## config.mk

```make
export PLATFORM = sky130hd
export DESIGN_NAME = ambient_light_brightness_tracker_core
export DESIGN_NICKNAME = d
export VERILOG_FILES = /design/src/sv/alb_pkg.sv /design/src/sv/alb_datapath.sv /design/src/sv/alb_ctrl.sv /design/src/sv/ambient_light_brightness_tracker_core.sv
export SDC_FILE = /design/constraint.sdc
export NUM_CORES = 1
export LEC_CHECK = 0
export BUFFER_PORTS_ARGS = -buffer_cell sky130_fd_sc_hd__buf_4
export CELL_PAD_IN_SITES_DETAIL_PLACEMENT = 1
export CELL_PAD_IN_SITES_GLOBAL_PLACEMENT = 1
export CORE_ASPECT_RATIO = 2
export CORE_MARGIN = 3
export CORE_UTILIZATION = 54
export CTS_CLUSTER_DIAMETER = 40
export CTS_CLUSTER_SIZE = 30
export DETAILED_ROUTE_END_ITERATION = 12
export PLACE_DENSITY_LB_ADDON = 0.1
export SYNTH_ARGS = -nofsm -noshare
export SYNTH_HDL_FRONTEND = slang
export SYNTH_SLANG_ARGS = --single-unit
export TNS_END_PERCENT = 5
```

## constraint.sdc

```tcl
create_clock -name clk -period 18.3 [get_ports clk]
set_clock_uncertainty 0.15 [all_clocks]
set_input_delay 0.915 -clock clk [delete_from_list [all_inputs] [get_ports clk]]
set_output_delay 0.915 -clock clk [all_outputs]
set_load 0.02 [all_outputs]
```

## src/sv/alb_pkg.sv

```systemverilog
`timescale 1ns / 1ps
// ----------------------------------------------------------------------------
// Ambient light brightness tracker package
// Shared widths, register indexes, reset values and controller types.
// ----------------------------------------------------------------------------
package alb_pkg;

  localparam int LIGHT_W    = 12;
  localparam int BRIGHT_W   = 8;
  localparam int INT_W      = 4;
  localparam int CFG_IDX_W  = 3;
  localparam int CFG_DATA_W = 12;
  localparam int OUT_W      = 16;

  localparam int PROD_W     = LIGHT_W + BRIGHT_W + 2;
  localparam int NUM_W      = LIGHT_W + BRIGHT_W;
  localparam int DIV_STEPS  = NUM_W / 2;
  localparam int DIV_CNT_W  = $clog2(DIV_STEPS);

  localparam logic [CFG_IDX_W-1:0] REG_LIGHT_LO  = 3'd0;
  localparam logic [CFG_IDX_W-1:0] REG_LIGHT_HI  = 3'd1;
  localparam logic [CFG_IDX_W-1:0] REG_BRIGHT_LO = 3'd2;
  localparam logic [CFG_IDX_W-1:0] REG_BRIGHT_HI = 3'd3;
  localparam logic [CFG_IDX_W-1:0] REG_HYST      = 3'd4;

  localparam logic [LIGHT_W-1:0]  LIGHT_LO_RST  = 12'd0;
  localparam logic [LIGHT_W-1:0]  LIGHT_HI_RST  = 12'd4095;
  localparam logic [BRIGHT_W-1:0] BRIGHT_LO_RST = 8'd0;
  localparam logic [BRIGHT_W-1:0] BRIGHT_HI_RST = 8'd255;
  localparam logic [BRIGHT_W-1:0] HYST_RST      = 8'd0;
  localparam logic [10:0]         FILT_RST      = 11'd2047;
  localparam logic [BRIGHT_W-1:0] SMOOTH_RST    = 8'd127;
  localparam logic [INT_W-1:0]    SHOWN_RST     = 4'd0;

  typedef enum logic [7:0] {
    ST_IDLE  = 8'b0000_0001,
    ST_STEP  = 8'b0000_0010,
    ST_LEVEL = 8'b0000_0100,
    ST_MULT  = 8'b0000_1000,
    ST_PREP  = 8'b0001_0000,
    ST_DIV   = 8'b0010_0000,
    ST_MAP   = 8'b0100_0000,
    ST_FIN   = 8'b1000_0000
  } state_t;

  typedef struct packed {
    logic accept;
    logic step;
    logic level;
    logic mult;
    logic prep;
    logic div_step;
    logic map;
    logic load;
  } ctrl_cmd_t;

  typedef struct packed {
    logic div_last;
  } dp_status_t;

endpackage

```

## src/sv/alb_datapath.sv

```systemverilog
`timescale 1ns / 1ps
// ----------------------------------------------------------------------------
// Ambient light brightness tracker datapath
// Configuration registers, light filter, linear map with a radix-4 divider,
// brightness smoothing and the output register.
// ----------------------------------------------------------------------------
module alb_datapath #(
  parameter int SAMPLE_BITS = 12
) (
  input  logic                           clk,
  input  logic                           rst_n,
  input  alb_pkg::ctrl_cmd_t             cmd,
  output alb_pkg::dp_status_t            status,
  input  logic                           cfg_we,
  input  logic [alb_pkg::CFG_IDX_W-1:0]  cfg_index,
  input  logic [alb_pkg::CFG_DATA_W-1:0] cfg_data,
  input  logic                           in_action,
  input  logic [SAMPLE_BITS-1:0]         in_sample,
  output logic [alb_pkg::BRIGHT_W-1:0]   out_brightness,
  output logic [alb_pkg::INT_W-1:0]      out_intensity,
  output logic                           out_changed
);
  import alb_pkg::*;

  localparam int FW = (SAMPLE_BITS > LIGHT_W - 1) ? SAMPLE_BITS : LIGHT_W - 1;
  localparam int WW = ((SAMPLE_BITS > LIGHT_W) ? SAMPLE_BITS : LIGHT_W) + 1;
  localparam int LW = FW + 2;

  logic [LIGHT_W-1:0]  llo_r, lhi_r;
  logic [BRIGHT_W-1:0] blo_r, bhi_r, hyst_r;

  logic                   action_r;
  logic [SAMPLE_BITS-1:0] sample_r;
  logic [FW-1:0]          filt_r, filt_nxt;
  logic                   up_r, dn_r, gt_r, lt_r;
  logic [LIGHT_W-1:0]     x_r, x_nxt;
  logic signed [PROD_W-1:0]  prod_r;
  logic signed [LIGHT_W:0]   den_r;
  logic                   eq_r, neg_r;
  logic [NUM_W-1:0]       quo_r, quo_nxt;
  logic [LIGHT_W-1:0]     rem_r, rem_nxt, dabs_r;
  logic [DIV_CNT_W-1:0]   cnt_r;
  logic [BRIGHT_W-1:0]    br_r, br_nxt;
  logic [BRIGHT_W-1:0]    smooth_r, smooth_nxt;
  logic [INT_W-1:0]       shown_r;
  logic [BRIGHT_W-1:0]    obr_r;
  logic [INT_W-1:0]       oint_r;
  logic                   ochg_r;

  // Filter step.
  logic [WW-1:0]      smask, f_w, s_w, mid_w, delta_w, inc_w, mov_w;
  logic [LIGHT_W:0]   mid_sum;
  logic               up_c, dn_c;

  assign smask   = {{(WW - SAMPLE_BITS){1'b0}}, {SAMPLE_BITS{1'b1}}};
  assign f_w     = WW'(filt_r);
  assign s_w     = WW'(sample_r);
  assign mid_sum = {1'b0, llo_r} + {1'b0, lhi_r};
  assign mid_w   = WW'(mid_sum[LIGHT_W:1]);
  assign up_c    = s_w > f_w;
  assign dn_c    = s_w < f_w;
  assign delta_w = up_c ? (s_w - f_w) : (f_w - s_w);
  assign inc_w   = (delta_w >> 3) | WW'(1);
  assign mov_w   = up_c ? (f_w + inc_w) : (dn_c ? (f_w - inc_w) : f_w);
  assign filt_nxt = FW'((action_r ? mid_w : mov_w) & smask);

  // Hysteresis and clamp to the light limits.
  logic signed [LW-1:0] lvl_s, hyst_s, lsum_s;
  logic [LW-2:0]        lpos, llo_e, lhi_e;

  assign lvl_s  = $signed(LW'(filt_r));
  assign hyst_s = $signed(LW'(hyst_r));
  assign lsum_s = up_r ? (lvl_s - hyst_s) : (dn_r ? (lvl_s + hyst_s) : lvl_s);
  assign lpos   = lsum_s[LW-1] ? '0 : lsum_s[LW-2:0];
  assign llo_e  = (LW-1)'(llo_r);
  assign lhi_e  = (LW-1)'(lhi_r);

  always_comb begin
    if (action_r) begin
      x_nxt = LIGHT_W'(filt_r);
    end else if (lpos < llo_e) begin
      x_nxt = llo_r;
    end else if (lpos > lhi_e) begin
      x_nxt = lhi_r;
    end else begin
      x_nxt = LIGHT_W'(lpos);
    end
  end

  // Map numerator and denominator.
  logic signed [LIGHT_W:0]  dx_s, den_s;
  logic signed [BRIGHT_W:0] db_s;
  logic [PROD_W-1:0]        prod_abs;
  logic [LIGHT_W:0]         den_abs;

  assign dx_s     = $signed({1'b0, x_r}) - $signed({1'b0, llo_r});
  assign db_s     = $signed({1'b0, bhi_r}) - $signed({1'b0, blo_r});
  assign den_s    = $signed({1'b0, lhi_r}) - $signed({1'b0, llo_r});
  assign prod_abs = prod_r[PROD_W-1] ? PROD_W'(-prod_r) : PROD_W'(prod_r);
  assign den_abs  = den_r[LIGHT_W] ? (LIGHT_W+1)'(-den_r) : (LIGHT_W+1)'(den_r);

  // Two quotient bits per cycle.
  logic [LIGHT_W:0]   r1_t, r2_t, dext;
  logic [LIGHT_W-1:0] r1;
  logic               q1, q2;

  assign dext = {1'b0, dabs_r};
  assign r1_t = {rem_r, quo_r[NUM_W-1]};
  assign q1   = r1_t >= dext;
  assign r1   = q1 ? LIGHT_W'(r1_t - dext) : r1_t[LIGHT_W-1:0];
  assign r2_t = {r1, quo_r[NUM_W-2]};
  assign q2   = r2_t >= dext;
  assign rem_nxt = q2 ? LIGHT_W'(r2_t - dext) : r2_t[LIGHT_W-1:0];
  assign quo_nxt = {quo_r[NUM_W-3:0], q1, q2};
  assign status.div_last = (cnt_r == DIV_CNT_W'(DIV_STEPS - 1));

  logic [BRIGHT_W-1:0] q8;

  assign q8     = neg_r ? (BRIGHT_W'(0) - quo_r[BRIGHT_W-1:0]) : quo_r[BRIGHT_W-1:0];
  assign br_nxt = eq_r ? blo_r : (q8 + blo_r);

  // Brightness smoothing and display intensity.
  logic                up_cond, dn_cond, far, chg;
  logic [BRIGHT_W-1:0] sc;
  logic [INT_W-1:0]    di;

  assign up_cond = gt_r && (br_r > smooth_r);
  assign dn_cond = lt_r && (br_r < smooth_r);
  assign far     = ({1'b0, smooth_r} > ({1'b0, br_r} + (BRIGHT_W+1)'(1))) ||
                   ({1'b0, br_r} > ({1'b0, smooth_r} + (BRIGHT_W+1)'(1)));
  assign smooth_nxt = (action_r || up_cond || dn_cond || far) ? br_r : smooth_r;

  always_comb begin
    if (smooth_nxt < blo_r) begin
      sc = blo_r;
    end else if (smooth_nxt > bhi_r) begin
      sc = bhi_r;
    end else begin
      sc = smooth_nxt;
    end
  end

  assign di  = sc[INT_W-1:0];
  assign chg = !action_r && (di != shown_r);

  always_ff @(posedge clk) begin
    if (!rst_n) begin
      llo_r    <= LIGHT_LO_RST;
      lhi_r    <= LIGHT_HI_RST;
      blo_r    <= BRIGHT_LO_RST;
      bhi_r    <= BRIGHT_HI_RST;
      hyst_r   <= HYST_RST;
      filt_r   <= FW'(FILT_RST);
      smooth_r <= SMOOTH_RST;
      shown_r  <= SHOWN_RST;
    end else begin
      if (cfg_we) begin
        unique case (cfg_index)
          REG_LIGHT_LO:  llo_r  <= cfg_data[LIGHT_W-1:0];
          REG_LIGHT_HI:  lhi_r  <= cfg_data[LIGHT_W-1:0];
          REG_BRIGHT_LO: blo_r  <= cfg_data[BRIGHT_W-1:0];
          REG_BRIGHT_HI: bhi_r  <= cfg_data[BRIGHT_W-1:0];
          REG_HYST:      hyst_r <= cfg_data[BRIGHT_W-1:0];
          default: ;
        endcase
      end
      if (cmd.step) begin
        filt_r <= filt_nxt;
      end
      if (cmd.load) begin
        smooth_r <= smooth_nxt;
        if (chg) begin
          shown_r <= di;
        end
      end
    end
  end

  always_ff @(posedge clk) begin
    if (cmd.accept) begin
      action_r <= in_action;
      sample_r <= in_sample;
    end
    if (cmd.step) begin
      up_r <= up_c;
      dn_r <= dn_c;
    end
    if (cmd.level) begin
      x_r  <= x_nxt;
      gt_r <= up_c;
      lt_r <= dn_c;
    end
    if (cmd.mult) begin
      prod_r <= dx_s * db_s;
      den_r  <= den_s;
      eq_r   <= (lhi_r == llo_r);
    end
    if (cmd.prep) begin
      neg_r  <= prod_r[PROD_W-1] ^ den_r[LIGHT_W];
      quo_r  <= prod_abs[NUM_W-1:0];
      dabs_r <= den_abs[LIGHT_W-1:0];
      rem_r  <= '0;
      cnt_r  <= '0;
    end
    if (cmd.div_step) begin
      quo_r <= quo_nxt;
      rem_r <= rem_nxt;
      cnt_r <= cnt_r + DIV_CNT_W'(1);
    end
    if (cmd.map) begin
      br_r <= br_nxt;
    end
    if (cmd.load) begin
      obr_r  <= sc;
      oint_r <= chg ? di : shown_r;
      ochg_r <= chg;
    end
  end

  assign out_brightness = obr_r;
  assign out_intensity  = oint_r;
  assign out_changed    = ochg_r;

endmodule

```

## src/sv/alb_ctrl.sv

```systemverilog
`timescale 1ns / 1ps
// ----------------------------------------------------------------------------
// Ambient light brightness tracker controller
// Sequences one transaction through the datapath and owns the output valid.
// ----------------------------------------------------------------------------
module alb_ctrl (
  input  logic                clk,
  input  logic                rst_n,
  input  logic                in_tvalid,
  output logic                in_tready,
  output logic                out_tvalid,
  input  logic                out_tready,
  input  alb_pkg::dp_status_t status,
  output alb_pkg::ctrl_cmd_t  cmd
);
  import alb_pkg::*;

  state_t state_r, state_nxt;
  logic   out_valid_r, out_valid_nxt;
  logic   slot_free;

  assign slot_free = !out_valid_r || out_tready;

  always_comb begin
    state_nxt = state_r;
    cmd       = '0;
    unique case (state_r)
      ST_IDLE: begin
        cmd.accept = in_tvalid;
        if (in_tvalid) begin
          state_nxt = ST_STEP;
        end
      end
      ST_STEP: begin
        cmd.step  = 1'b1;
        state_nxt = ST_LEVEL;
      end
      ST_LEVEL: begin
        cmd.level = 1'b1;
        state_nxt = ST_MULT;
      end
      ST_MULT: begin
        cmd.mult  = 1'b1;
        state_nxt = ST_PREP;
      end
      ST_PREP: begin
        cmd.prep  = 1'b1;
        state_nxt = ST_DIV;
      end
      ST_DIV: begin
        cmd.div_step = 1'b1;
        if (status.div_last) begin
          state_nxt = ST_MAP;
        end
      end
      ST_MAP: begin
        cmd.map   = 1'b1;
        state_nxt = ST_FIN;
      end
      ST_FIN: begin
        cmd.load = slot_free;
        if (slot_free) begin
          state_nxt = ST_IDLE;
        end
      end
      default: state_nxt = ST_IDLE;
    endcase
  end

  always_comb begin
    if (cmd.load) begin
      out_valid_nxt = 1'b1;
    end else if (out_tready) begin
      out_valid_nxt = 1'b0;
    end else begin
      out_valid_nxt = out_valid_r;
    end
  end

  always_ff @(posedge clk) begin
    if (!rst_n) begin
      state_r     <= ST_IDLE;
      out_valid_r <= 1'b0;
    end else begin
      state_r     <= state_nxt;
      out_valid_r <= out_valid_nxt;
    end
  end

  assign in_tready  = (state_r == ST_IDLE);
  assign out_tvalid = out_valid_r;

endmodule

```

## src/sv/ambient_light_brightness_tracker_core.sv

```systemverilog
`timescale 1ns / 1ps
// ----------------------------------------------------------------------------
// Ambient light brightness tracker
// Filters light samples with hysteresis and maps them to a display brightness.
// ----------------------------------------------------------------------------
// Each input transaction either processes a light sample (tuser low) or
// recentres the filtered level (tuser high) and always yields exactly one
// result transaction. A transaction passes from acceptance through the step,
// level, multiply, prepare, divide and map states to the result register,
// which it loads once the output is not stalled, and the next one is accepted
// only after that; the linear map runs through a divider that retires two
// quotient bits per cycle. A finished result waits in the output register
// while the next transaction is accepted. Configuration writes are taken in
// every cycle and must only be issued while no transaction is in flight.
module ambient_light_brightness_tracker_core #(
  parameter int SAMPLE_BITS = 12
) (
  input  logic                                clk,
  input  logic                                rst_n,
  input  logic                                in_tvalid,
  output logic                                in_tready,
  // [SAMPLE_BITS-1:0] light_sample, zero padded to whole bytes.
  input  logic [((SAMPLE_BITS + 7) / 8) * 8 - 1:0] in_tdata,
  // [0] action.
  input  logic                                in_tuser,
  output logic                                out_tvalid,
  input  logic                                out_tready,
  // [7:0] brightness_level, [11:8] display_intensity, [12] intensity_changed.
  output logic [alb_pkg::OUT_W-1:0]           out_tdata,
  input  logic                                cfg_valid,
  output logic                                cfg_ready,
  input  logic [alb_pkg::CFG_IDX_W-1:0]       cfg_index,
  input  logic [alb_pkg::CFG_DATA_W-1:0]      cfg_data
);
  import alb_pkg::*;

  ctrl_cmd_t           cmd;
  dp_status_t          status;
  logic [BRIGHT_W-1:0] brightness;
  logic [INT_W-1:0]    intensity;
  logic                changed;

  assign cfg_ready = 1'b1;

  alb_ctrl u_ctrl (
    .clk        (clk),
    .rst_n      (rst_n),
    .in_tvalid  (in_tvalid),
    .in_tready  (in_tready),
    .out_tvalid (out_tvalid),
    .out_tready (out_tready),
    .status     (status),
    .cmd        (cmd)
  );

  alb_datapath #(
    .SAMPLE_BITS (SAMPLE_BITS)
  ) u_datapath (
    .clk            (clk),
    .rst_n          (rst_n),
    .cmd            (cmd),
    .status         (status),
    .cfg_we         (cfg_valid),
    .cfg_index      (cfg_index),
    .cfg_data       (cfg_data),
    .in_action      (in_tuser),
    .in_sample      (in_tdata[SAMPLE_BITS-1:0]),
    .out_brightness (brightness),
    .out_intensity  (intensity),
    .out_changed    (changed)
  );

  assign out_tdata = {(OUT_W - BRIGHT_W - INT_W - 1)'(0), changed, intensity, brightness};

endmodule

```

======== Word level (Yosys, flattened, before mapping) ========
Cells that the tools add are included.
storage, ports and cells
  flip-flop bits (word level) ............. 216
  input bits .............................. 37
  output and inout bits ................... 19
  word-level logic and storage cells ...... 141
cells by class
  add/sub/neg operators ................... 19
  multipliers ............................. 1
  magnitude comparators ................... 12
  equal/unequal tests ..................... 18
  multiplexer cells ....................... 40
  bitwise operators ....................... 1
  reductions and logical operators ........ 21
operator list
  kind                 count
  $mux 12              11
  $mux 8               8
  $pmux 8 s8           1
  $mux 20              3
  $sub 12x12->13       4
  $mux 14              2
  $ge 13x12->1         2
  $mux 13              2
  $sub 12x12->12       2
  $mul 13x9->22        1
  $neg 20->20          1
  $add 8x1->9 const B  2
  $gt 8x9->1           2
  $gt 8x8->1           2
  $lt 8x8->1           2
  $add 12x12->13       1
  $add 12x8->13        1
  $gt 13x12->1         1
  $lt 13x12->1         1
  $sub 12x8->13        1
  $add 12x10->12       1
  $eq 12x12->1         1
  $gt 12x12->1         1
  $lt 12x12->1         1
  32 further kinds     58

======== Logic depth before layout (Yosys ltp) ========
Gate-level depths: netlist of the first run.
  word-level depth ........................ 12
  depth in mapped cells ................... 33
  mapped depth without buffers ............ 33

======== Modules after synthesis ========
From an unflattened synthesis of the first run, not the netlist that was laid out.
second synthesis, totals
  cell total of the unflattened synthesis .. 2321
  area total of the unflattened synthesis .. 20739.9 µm²
by module, submodules not included
  module                                 times used  cells each  area each (µm²)  sequential area each (µm²)
  alb_datapath                           1           2249        20150.6          5465.2
  alb_ctrl                               1           65          544.3            180.2
  ambient_light_brightness_tracker_core  1           7           45.0             0.0

======== Least setup slack after synthesis of the first run ========
OpenSTA, ideal clock, no wires.
  path type ............................... register to register
  start ................................... reg u_datapath.llo_r[1]
  end ..................................... reg u_datapath.prod_r[21], data pin
  setup time .............................. 0.260 ns
  data arrival time ....................... 6.896 ns
  required time ........................... 17.890 ns
  slack ................................... 10.994 ns
  stages on the path, launching flop included .. 31
  buffers on the path ..................... 0
  period minus slack after synthesis ...... 7.306 ns
  cells stage by stage .................... dfxtp_1 -> inv_1 -> ha_1 -> nor2b_1 -> o21ai_0 -> nand2b_1 -> a21o_1 -> a21o_1 -> a21o_1 -> a21o_1 -> a21o_1 -> a21o_1 -> xor2_1 -> nand2b_1 -> fa_1 -> inv_1 -> fa_1 -> fa_1 -> fa_1 -> ha_1 -> ha_1 -> a21boi_0 -> o21ai_0 -> a21boi_0 -> o21ai_0 -> a21boi_0 -> o21ai_0 -> a211o_1 -> o2111ai_1 -> a21oi_1 -> xnor2_1
between the ends
  cells in the longest elaborated chain, start to end .. 2
ends and longest elaborated chain
  element                   line                 text
  start: declaration        alb_datapath.sv:29   logic [LIGHT_W-1:0] llo_r, lhi_r;
  start signal: assignment  alb_datapath.sv:159  REG_LIGHT_LO: llo_r <= cfg_data[LIGHT_W-1:0];
  $sub 12x12->13            alb_datapath.sv:96   assign dx_s = $signed({1'b0, x_r}) - $signed({1'b0, llo_r});
  $mul 13x9->22             alb_datapath.sv:194  prod_r <= dx_s * db_s;
  end signal: assignment    alb_datapath.sv:194
  end: declaration          alb_datapath.sv:37   logic signed [PROD_W-1:0] prod_r;
Every way passes these cells.
A chain may end at the register's enable or synchronous reset.

======== Worst setup path in the final report of the first run ========
  start ................................... reg u_datapath.llo_r[0]
  end ..................................... reg u_datapath.prod_r[21], data pin
Same word-level chain as after synthesis.

==> results of run 1 <==
worst min-delay path, stage by stage, from the launching register on:
cell,delay (ns)
dfxtp_1,0.32
nand2_1,0.06
a21oi_1,0.06
metal layers:
| metal | track usage | vias up |
|---|---|---|
| met5 | 0 | - |
| met4 | 0.163 | 0 |
| met3 | 0.0236 | 171 |
| met2 | 0.611 | 347 |
| met1 | 0.298 | 8205 |
| li1 | - | 7695 |
layout by cell type (no fill, tap or decap), types with 28 or more instances in the layout:
cell type	instances
dfxtp_1	81
xnor2_1	89
a21o_1	42
nand3_1	28
o21ai_0	105
nand2b_1	34
ha_1	239
fa_1	109
nor2_1	190
o211ai_1	31
buf_4	63
clkbuf_16	30
o21bai_1	28
edfxtp_1	134
xor2_1	57
nand2_1	228
a21oi_1	137
mux2i_1	33
nor2b_1	32
inv_1	274
metrics by stage:
step                 util  cell area [µm²]  hold slack, ns  worst slack [ns]
floorplan               -            20100           0.300             10.99
global placement    0.570            20800           0.309              9.92
detailed placement  0.570            20800           0.327              9.76
CTS                 0.597            21800           0.334              9.73
global route        0.597            21800           0.347              9.12
finish              0.597            21800           0.334              9.78
power breakdown:
group	internal [W]	switching, W
clock	0.000323	0.000269
sequential	0.000619	0.0000289
combinational	0.000713	0.000918
total	0.00165	0.00122
final timing paths:
kind / endpoint / slack, ns / cells after the start
worst max register to register: u_datapath.prod_r[21] / 9.78 / 32
worst min register to register: u_datapath.hyst_r[5] / 0.33 / 2
worst max-delay path: u_datapath.prod_r[21] / 9.78 / 32
worst min-delay path: u_datapath.hyst_r[5] / 0.33 / 2
final cells by class:
cell class                 instances  area, µm²
timing repair buffer              63        473
multi-input combinational       1671      13100
fill                            4271      14700
clock buffer                      31        764
tap                              454        568
sequential                       215       5650
clock inverter                    23        248
inverter                         275       1030
cell families (layout without fill, tap and decap cells):
| logic type | after synthesis | count (layout) | share of synthesized area |
|---|---|---|---|
| AOI/OAI and AO/OA | 495 | 495 | 0.159 |
| other | 2 | 4 | 0.000374 |
| muxes | 54 | 54 | 0.0284 |
| DFF | 215 | 215 | 0.281 |
| adders and majority gates | 348 | 348 | 0.258 |
| buffers and inverters | 346 | 392 | 0.0663 |
| xor gates and xnor gates | 146 | 146 | 0.0637 |
| and+or+nand+nor | 624 | 624 | 0.143 |
==> metrics, run 1 <==
part of the cycle the worst path needs=0.466; Clock Tree Root=clkbuf_16; met1 WL=~21000 µm; Slowest cell on crit path=fa_1; largest net degree at the start of global routing=60; actual slew at the worst max-slew pin=between 1 and 1.5 ns; CP max stage delay=around 0.52 ns; dpl hpwl=approximately 48000 µm; Cell Count, Final, Fillers Out=roughly 2700; total negative setup slack=0 ns; critical path arrival=8.69 ns; Inst Count DP=2678; Power Density=roughly 130 nW/µm²; Post-CTS Setup Repair Bufs=0; asr flop ratio synth=0; IO Pins=56; top post-synthesis cells by area=edfxtp_1 (20%), ha_1 (15%), fa_1 (11%); Design Power=about 0.0029 W; Fin. Hold Viols=0; drt first-iter violations=between 500 and 600; CTS tree=yes; area added between synthesis and finish=8.81%; # diodes=0; Critical Path Start=u_datapath.llo_r[0]; Largest regs=u_datapath.prod_r: 21 flops, u_datapath.quo_r: 20 flops, u_datapath.den_r: 13 flops; initial core utilization=0.549; crit-path leading delay family=adder cells; CTS Hold Bufs=0; met3 routed WL=approximately 1300 µm; layout cell share with drive strength beyond 1=0.0720; dominant synthesized flop cell=edfxtp_1; status=finished clean; Final Max Tran Viols=0; most frequent cell after synthesis=inv_1; Tmin final=about 8.5 ns; IO Port Bufs=47; FMAX=between 0.1 and 0.15 GHz; Layout Nets=2640; FF-to-FF Start=u_datapath.llo_r[0]; EDFF count, synth=134; TritonCTS Sinks=215; RSZ-0062 raised after global routing=no; Detail Route Antenna Nets=0; gr usage total=0.305; DR vias/cell=6.01; Die ar.=roughly 40000 µm²; min-delay worst type=register to register; row cnt=99; global route total overflow=0; Mapped Area=20100 µm²; Mapped Cells=between 2000 and 2500; Critical Path End Type=register; worst rel slew slack=0.231; synth cell count leaders=inv_1 (274), ha_1 (239), nand2_1 (228), nor2_1 (190), a21oi_1 (137); synthesized area per cell=roughly 9 µm²; hold wc startpoint=u_datapath.hyst_r[5]; area fraction of the dominant cell type after synthesis=0.201; worst vdd ir=between 0.00008 and 0.00009 V; Max Cap Viol=0; first-pass GRT wire length=just under 100000 µm; H-tree Lvls=1; DRT Wirelength=around 60000 µm; flop and latch count out of synthesis=215; Unique masters post-synth=76; Seq/Total Area, Yosys=0.281; Worst path most repeated cell=o21ai_0; number of flip-flops under the largest register name=21; clk buf depth=3; Die H=approximately 280 µm; routed len/inst=roughly 22 µm; endpoints failing setup=0; met2 WL post-DR=between 30000 and 40000 µm; initial antenna violation count=0; Buffers & Inverters on Critical Path=3; Worst-path clk slew=~0.07 ns; routed via count=16400; CORE AREA=approximately 37000 µm²; leakage=between 9 and 10 nW; die width=142 µm; DRC=0; gpl congestion=0.913; endpoint required time on the critical path=around 18 ns; Yosys top cell by area=edfxtp_1; cts bufs inserted=29; crit path launch type=register; synthesis warning total=0; Crit Path Category=register to register; vias in the first global route=18700; Worst-Skew Late Latency=slightly below 0.6 ns; Pre-Repair DR Iteration Count=7; DR top layer=met4; Worst Path Max Fanout=5; largest reg by FF count=u_datapath.prod_r; Resize count post-CTS=0
(Power assumes the default switching activity.)
==> run 2, diff against run 1 <==
Settings changed: ABC_AREA set to 1, CORE_UTILIZATION 54 to 44.
Clock period 18.3 ns to 6.95 ns, I/O delays scaled along.
==> run 2 against run 1 <==
Total power rose to 3.4 times the previous value. Cell area rose by 8.0%. Worst hold slack worse by 0.32 ns. Register-to-register slack worse by 9.6 ns. Sequential power rose to 2.6 times the previous value. Worst setup slack got worse by 9.6 ns. Count of clock-buffer cells in the layout increased by 4. Final cell count is 20% higher. Synthesized cell count grew 13%. Largest power group unchanged. Wire length increased by 17%. First-iteration DRC count grew 6.0%. Die area is 23% higher.
==> metrics, run 2 <==
status=finished clean; IO Port Bufs=47; Power Density=409 nW/µm²; Worst-Skew Late Latency=between 0.5 and 0.6 ns; number of flip-flops under the largest register name=21; CORE AREA=45100 µm²; crit path launch type=register; flop and latch count out of synthesis=215; worst vdd ir=0.000389 V; post-synthesis mux area share=0.00199; row cnt=110; Unique masters post-synth=66; part of the cycle the worst path needs=0.977; most frequent cell after synthesis=nand2_1; Fin. Hold Viols=0; RSZ-0062 raised after global routing=yes; XOR/XNOR Fraction of Synth Area=0.0491; worst rel slew slack=0.306; CP max stage delay=around 0.61 ns; Worst-path clk slew=around 0.07 ns; post-synthesis compound-gate area fraction=0.142; area added between synthesis and finish=17.0%; drt first-iter violations=about 600; Clock Tree Root=clkbuf_16; endpoints failing setup=0; endpoint required time on the critical path=between 7 and 8 ns; synthesis warning total=0; leakage=roughly 11 nW; global route total overflow=0; Worst Path Max Fanout=3; Design Power=~0.0097 W; TritonCTS Sinks=roughly 220; H-tree Lvls=2; Post-Synth Simple-Gate Area=0.176; P_sw=0.00390 W; Max Cap Viol=0; layout cell share with drive strength beyond 1=0.126; min-delay worst type=primary input to register; Detail Route Antenna Nets=0; actual slew at the worst max-slew pin=around 1.0 ns; initial antenna violation count=0; Adder-Cell Fraction of Synth Area=0.257; FMAX=between 0.1 and 0.15 GHz; Crit Path Category=register to register; Pre-Repair DR Iteration Count=5; Largest regs=u_datapath.prod_r: 21 flops, u_datapath.quo_r: 20 flops, u_datapath.den_r: 13 flops; die width=roughly 160 µm; area fraction of the dominant cell type after synthesis=0.200; cts bufs inserted=34; Filler cells=5486; synthesized area per cell=8.02 µm²; dpl hpwl=57400 µm; routed via count=18000; hold_ws=between 0.01 and 0.015 ns; Critical Path End Type=register; Yosys top cell by area=edfxtp_1; vias in the first global route=~20000; CTS tree=yes; DR vias/cell=between 5 and 6; initial core utilization=0.447; gr usage total=0.288; Switching Fraction=0.403; DRC=0; top post-synthesis cells by area=edfxtp_1 (20%), ha_1 (15%), fa_1 (11%); part of the power in registers=0.172; first-pass GRT wire length=around 110000 µm; dominant synthesized flop cell=edfxtp_1; Logic pwr share=0.650; total negative setup slack=0 ns; critical path arrival=between 6 and 7 ns; EDFF count, synth=around 130; largest family of logic cells by synthesized area=adder cells; Mapped Area=20200 µm²; routed len/inst=about 21 µm; clock share of power=0.179; Die H=roughly 310 µm; Die ar.=just under 50000 µm²; synth cell count leaders=nand2_1 (452), inv_1 (423), ha_1 (239), nor2_1 (218), a21oi_1 (183); largest reg by FF count=u_datapath.prod_r; most frequent cells in the layout=nand2_1 (446), inv_1 (413), ha_1 (222), nor2_1 (215), a21oi_1 (174); Internal Power=0.00576 W; Final Max Tran Viols=0; asr flop ratio synth=0; # diodes=0; clk buf depth=3; gpl congestion=between 1 and 1.5; IO Pins=56; most common cell after layout, fill and taps aside=nand2_1; DRT Wirelength=about 70000 µm; Mapped Cells=roughly 2500; Tmin final=about 6.8 ns; Seq/Total Area, Yosys=0.280; largest net degree at the start of global routing=56; Slowest cell on crit path=fa_1; Layout Nets=approximately 3100
-- run 2: cell count changes in the layout (fill, tap and decap cells not counted), moves of 33 or more --
cell,delta
o21ai_0,+60
xnor2_1,-49
buf_4,+101
nand3_1,+49
nand2_1,+218
a21o_1,-33
inv_1,+139
a21oi_1,+37
nand2b_1,-34
-- run 2: final cells by class --
cell class | count | area, µm² | share of cell area
multi-input cells | 1812 | 13000 | 0.550
inverters | 432 | 1620 | 0.0688
flip-flops and latches | 215 | 5650 | 0.239
well taps | 560 | 701 | 0.0297
repair buffers | 191 | 1500 | 0.0637
clock buffers | 35 | 865 | 0.0367
clock inverters | 25 | 278 | 0.0118
-- run 2: worst max-delay path: cells and delay by family (launching register included) --
family / cells / cell delay (ns)
buf+inv: 3 / 0.17
compound gates: 11 / 1.35
simple gates: 11 / 1.26
xor+xnor: 1 / 0.09
flops: 1 / 0.34
fa+ha+maj: 8 / 3.12
-- run 2: final timing paths --
path                            slack [ns]                  from  depth (start not counted)               endpoint
worst max-delay path                  0.16     u_datapath.x_r[0]                         34  u_datapath.prod_r[21]
worst min-delay path                  0.01           cfg_data[7]                          3    u_datapath.bhi_r[7]
worst max register to register        0.16     u_datapath.x_r[0]                         34  u_datapath.prod_r[21]
worst min register to register        0.34  u_datapath.hyst_r[3]                          2   u_datapath.hyst_r[3]
-- run 2: power by group through the flow --
stage          registers (W)  clock network [W]  logic [W]
6_report             0.00166            0.00173    0.00627
3_3_place_gp         0.00168                  0    0.00445
3_5_place_dp         0.00168                  0    0.00480
2_1_floorplan        0.00167                  0    0.00301
5_1_grt              0.00166            0.00180    0.00700
4_1_cts              0.00165            0.00176    0.00511
-- run 2: per-layer routing --
metal | global-route usage | part of all wire | up-vias
li1 | - | - | 8587
met1 | 0.237 | 0.31 | 8855
met2 | 0.586 | 0.57 | 315
met3 | 0.0244 | 0.018 | 225
met4 | 0.239 | 0.10 | 0
met5 | 0 | 0 | -
-- run 2: stage by stage --
step | setup slack, ns | instance area [µm²] | util | std cells
2_1_floorplan | 0.0546 | 20200 | - | 2517
3_3_place_gp | -0.140 | 21800 | 0.483 | 3178
5_1_grt | -0.212 | 23600 | 0.522 | 3270
6_report | 0.163 | 23600 | 0.522 | 3270
3_5_place_dp | -0.444 | 21800 | 0.483 | 3178
4_1_cts | 0.0171 | 23300 | 0.515 | 3268
-- run 2: cell families (layout without fill, tap and decap cells) --
group / after synthesis / count (layout)
other: 2 / 4
multiplexers: 4 / 4
flip-flops: 215 / 215
AND/OR/NAND/NOR: 843 / 843
buffers and inverters: 490 / 683
AO/OA/AOI/OAI: 500 / 500
XOR/XNOR: 113 / 113
adder cells (fa/ha/maj): 348 / 348
-- run 2: what timing repair did --
item	4_1_cts	5_1_grt
setup buffers	4	2
setup endpoints to repair	5	5
endpoints found under the hold margin	38	0
gates resized for setup	11	57
pin swaps	3	33
cloned	0	0
hold buffers	26	0
==> run 3, diff against run 2 <==
==> constraint.sdc (replaced) <==
create_clock -name clk -period 6.95 [get_ports clk]
set_clock_uncertainty 0.15 [all_clocks]
set_input_delay 0.695 -clock clk [delete_from_list [all_inputs] [get_ports clk]]
set_output_delay 0.695 -clock clk [all_outputs]
set_load 0.02 [all_outputs]
==> run 3 against run 2 <==
Combinational power fell by 1%. Wire length fell by 3.3%. Worst setup slack improved by 0.0023 ns. Clock power rose by 3%. First-iteration DRC count fell by 3.7%. Sequential power barely moved. Utilization fell by 0.44 points. Non-clock buffer count fell by 29. Register-to-register slack barely moved. Largest power group unchanged.
==> metrics, run 3 (same netlist as run 2, synthesis figures left out) <==
first-pass GRT wire length=approximately 110000 µm; initial core utilization=0.447; Worst Path Max Fanout=4; Fin. Hold Viols=0; drt first-iter violations=~580; Clock Tree Root=clkbuf_16; row cnt=110; area added between synthesis and finish=16.0%; Die ar.=around 49000 µm²; part of the cycle the worst path needs=0.976; crit-path leading delay family=adder cells; layout cell share with drive strength beyond 1=0.128; IO Port Bufs=47; actual slew at the worst max-slew pin=roughly 1 ns; leakage=roughly 11 nW; Max Cap Viol=0; Crit Path Category=register to register; worst rel slew slack=0.318; most common cell after layout, fill and taps aside=nand2_1; largest reg by FF count=u_datapath.prod_r; largest net degree at the start of global routing=56; most frequent cells in the layout=nand2_1 (446), inv_1 (416), ha_1 (221), nor2_1 (214), a21oi_1 (170); crit path launch type=register; initial antenna violation count=0; TritonCTS Sinks=215; Filler cells=between 5000 and 6000; clk buf depth=3; Multi-input gate area=between 10000 and 15000 µm²; CTS tree=yes; Slowest cell on crit path=fa_1; H-tree Lvls=2; gr usage total=0.281; number of flip-flops under the largest register name=21; die width=between 150 and 200 µm; DR vias/cell=approximately 5.5; Final Util=0.518; gpl congestion=roughly 1.0; Critical Path End Type=register; cts bufs inserted=34; FMAX=0.147 GHz; CP max stage delay=0.55 ns; min-delay worst type=primary input to register; Buffers & Inverters on Critical Path=6; worst vdd ir=around 0.00046 V; DRT Wirelength=67900 µm; DRC=0; Detail Route Antenna Nets=0; endpoints failing setup=0; Worst-Skew Late Latency=about 0.53 ns; endpoint required time on the critical path=7.05 ns; status=finished clean; Power Density=just over 400 nW/µm²; RSZ-0062 raised after global routing=yes; Final Max Tran Viols=0; dpl hpwl=about 57000 µm; global route total overflow=0; Inst Count DP=approximately 3200; Tmin final=between 6 and 7 ns; IO Pins=between 50 and 60; critical path arrival=between 6 and 7 ns; Worst-path clk slew=about 0.060 ns; Reg area=between 5000 and 6000 µm²; Die H=309 µm; routed via count=17700; vias in the first global route=around 20000; Pre-Repair DR Iteration Count=5; Layout Nets=slightly above 3000; # diodes=0; Largest regs=u_datapath.prod_r: 21 flops, u_datapath.quo_r: 20 flops, u_datapath.den_r: 13 flops; Cell Count, Final, Fillers Out=roughly 3200; CORE AREA=approximately 45000 µm²; routed len/inst=20.9 µm
==> run 3: per-stage QoR <==
stage	hold WS, ns	instance area (µm²)	setup TNS [ns]	total power [W]	worst slack [ns]
after global routing	0.178	23400	-0.420	0.0104	-0.213
after detailed placement	0.330	21800	-0.445	0.00635	-0.260
after CTS	0.170	23000	-0.0127	0.00850	-0.0127
after floorplan	0.301	20200	0	0.00468	0.0546
after global placement	0.314	21800	-0.149	0.00610	-0.149
final	0.190	23400	0	0.00962	0.165
==> run 3: timing repair <==
item | in CTS | in global routing
pin swaps | 1 | 45
hold buffers | 0 | 0
setup endpoints to repair | 4 | 6
setup buffers | 2 | 1
resized for setup | 13 | 64
==> run 3: worst paths after layout <==
kind / startpoint / to / slack, ns / cells after the start
worst max-delay path: u_datapath.x_r[0] / u_datapath.prod_r[21] / 0.17 / 35
worst min-delay path: in_tuser / u_datapath.action_r / 0.19 / 1
worst max register to register: u_datapath.x_r[0] / u_datapath.prod_r[21] / 0.17 / 35
worst min register to register: u_datapath.hyst_r[7] / u_datapath.hyst_r[7] / 0.33 / 2
==> run 3: power breakdown <==
group	leakage (nW)	switching (W)	internal (W)
Combinational	8.66	0.00309	0.00309
Clock	0.563	0.000692	0.00109
Sequential	1.84	0.0000230	0.00163
==> run 3: final cells by class <==
type	instances	share of cell area
clock buffers	39	0.0380
clock inverters	21	0.0119
inverters	432	0.0693
multi-input cells	1812	0.557
flip-flops and latches	215	0.241
well taps	560	0.0300
repair buffers	162	0.0523
==> run 3: per-layer routing <==
| metal | vias up | routed length [µm] | GRT usage |
|---|---|---|---|
| li1 | 8528 | - | - |
| met1 | 8706 | 20900 | 0.235 |
| met2 | 302 | 38800 | 0.572 |
| met3 | 211 | 1240 | 0.0238 |
| met4 | 0 | 6950 | 0.227 |
| met5 | - | 0 | 0 |
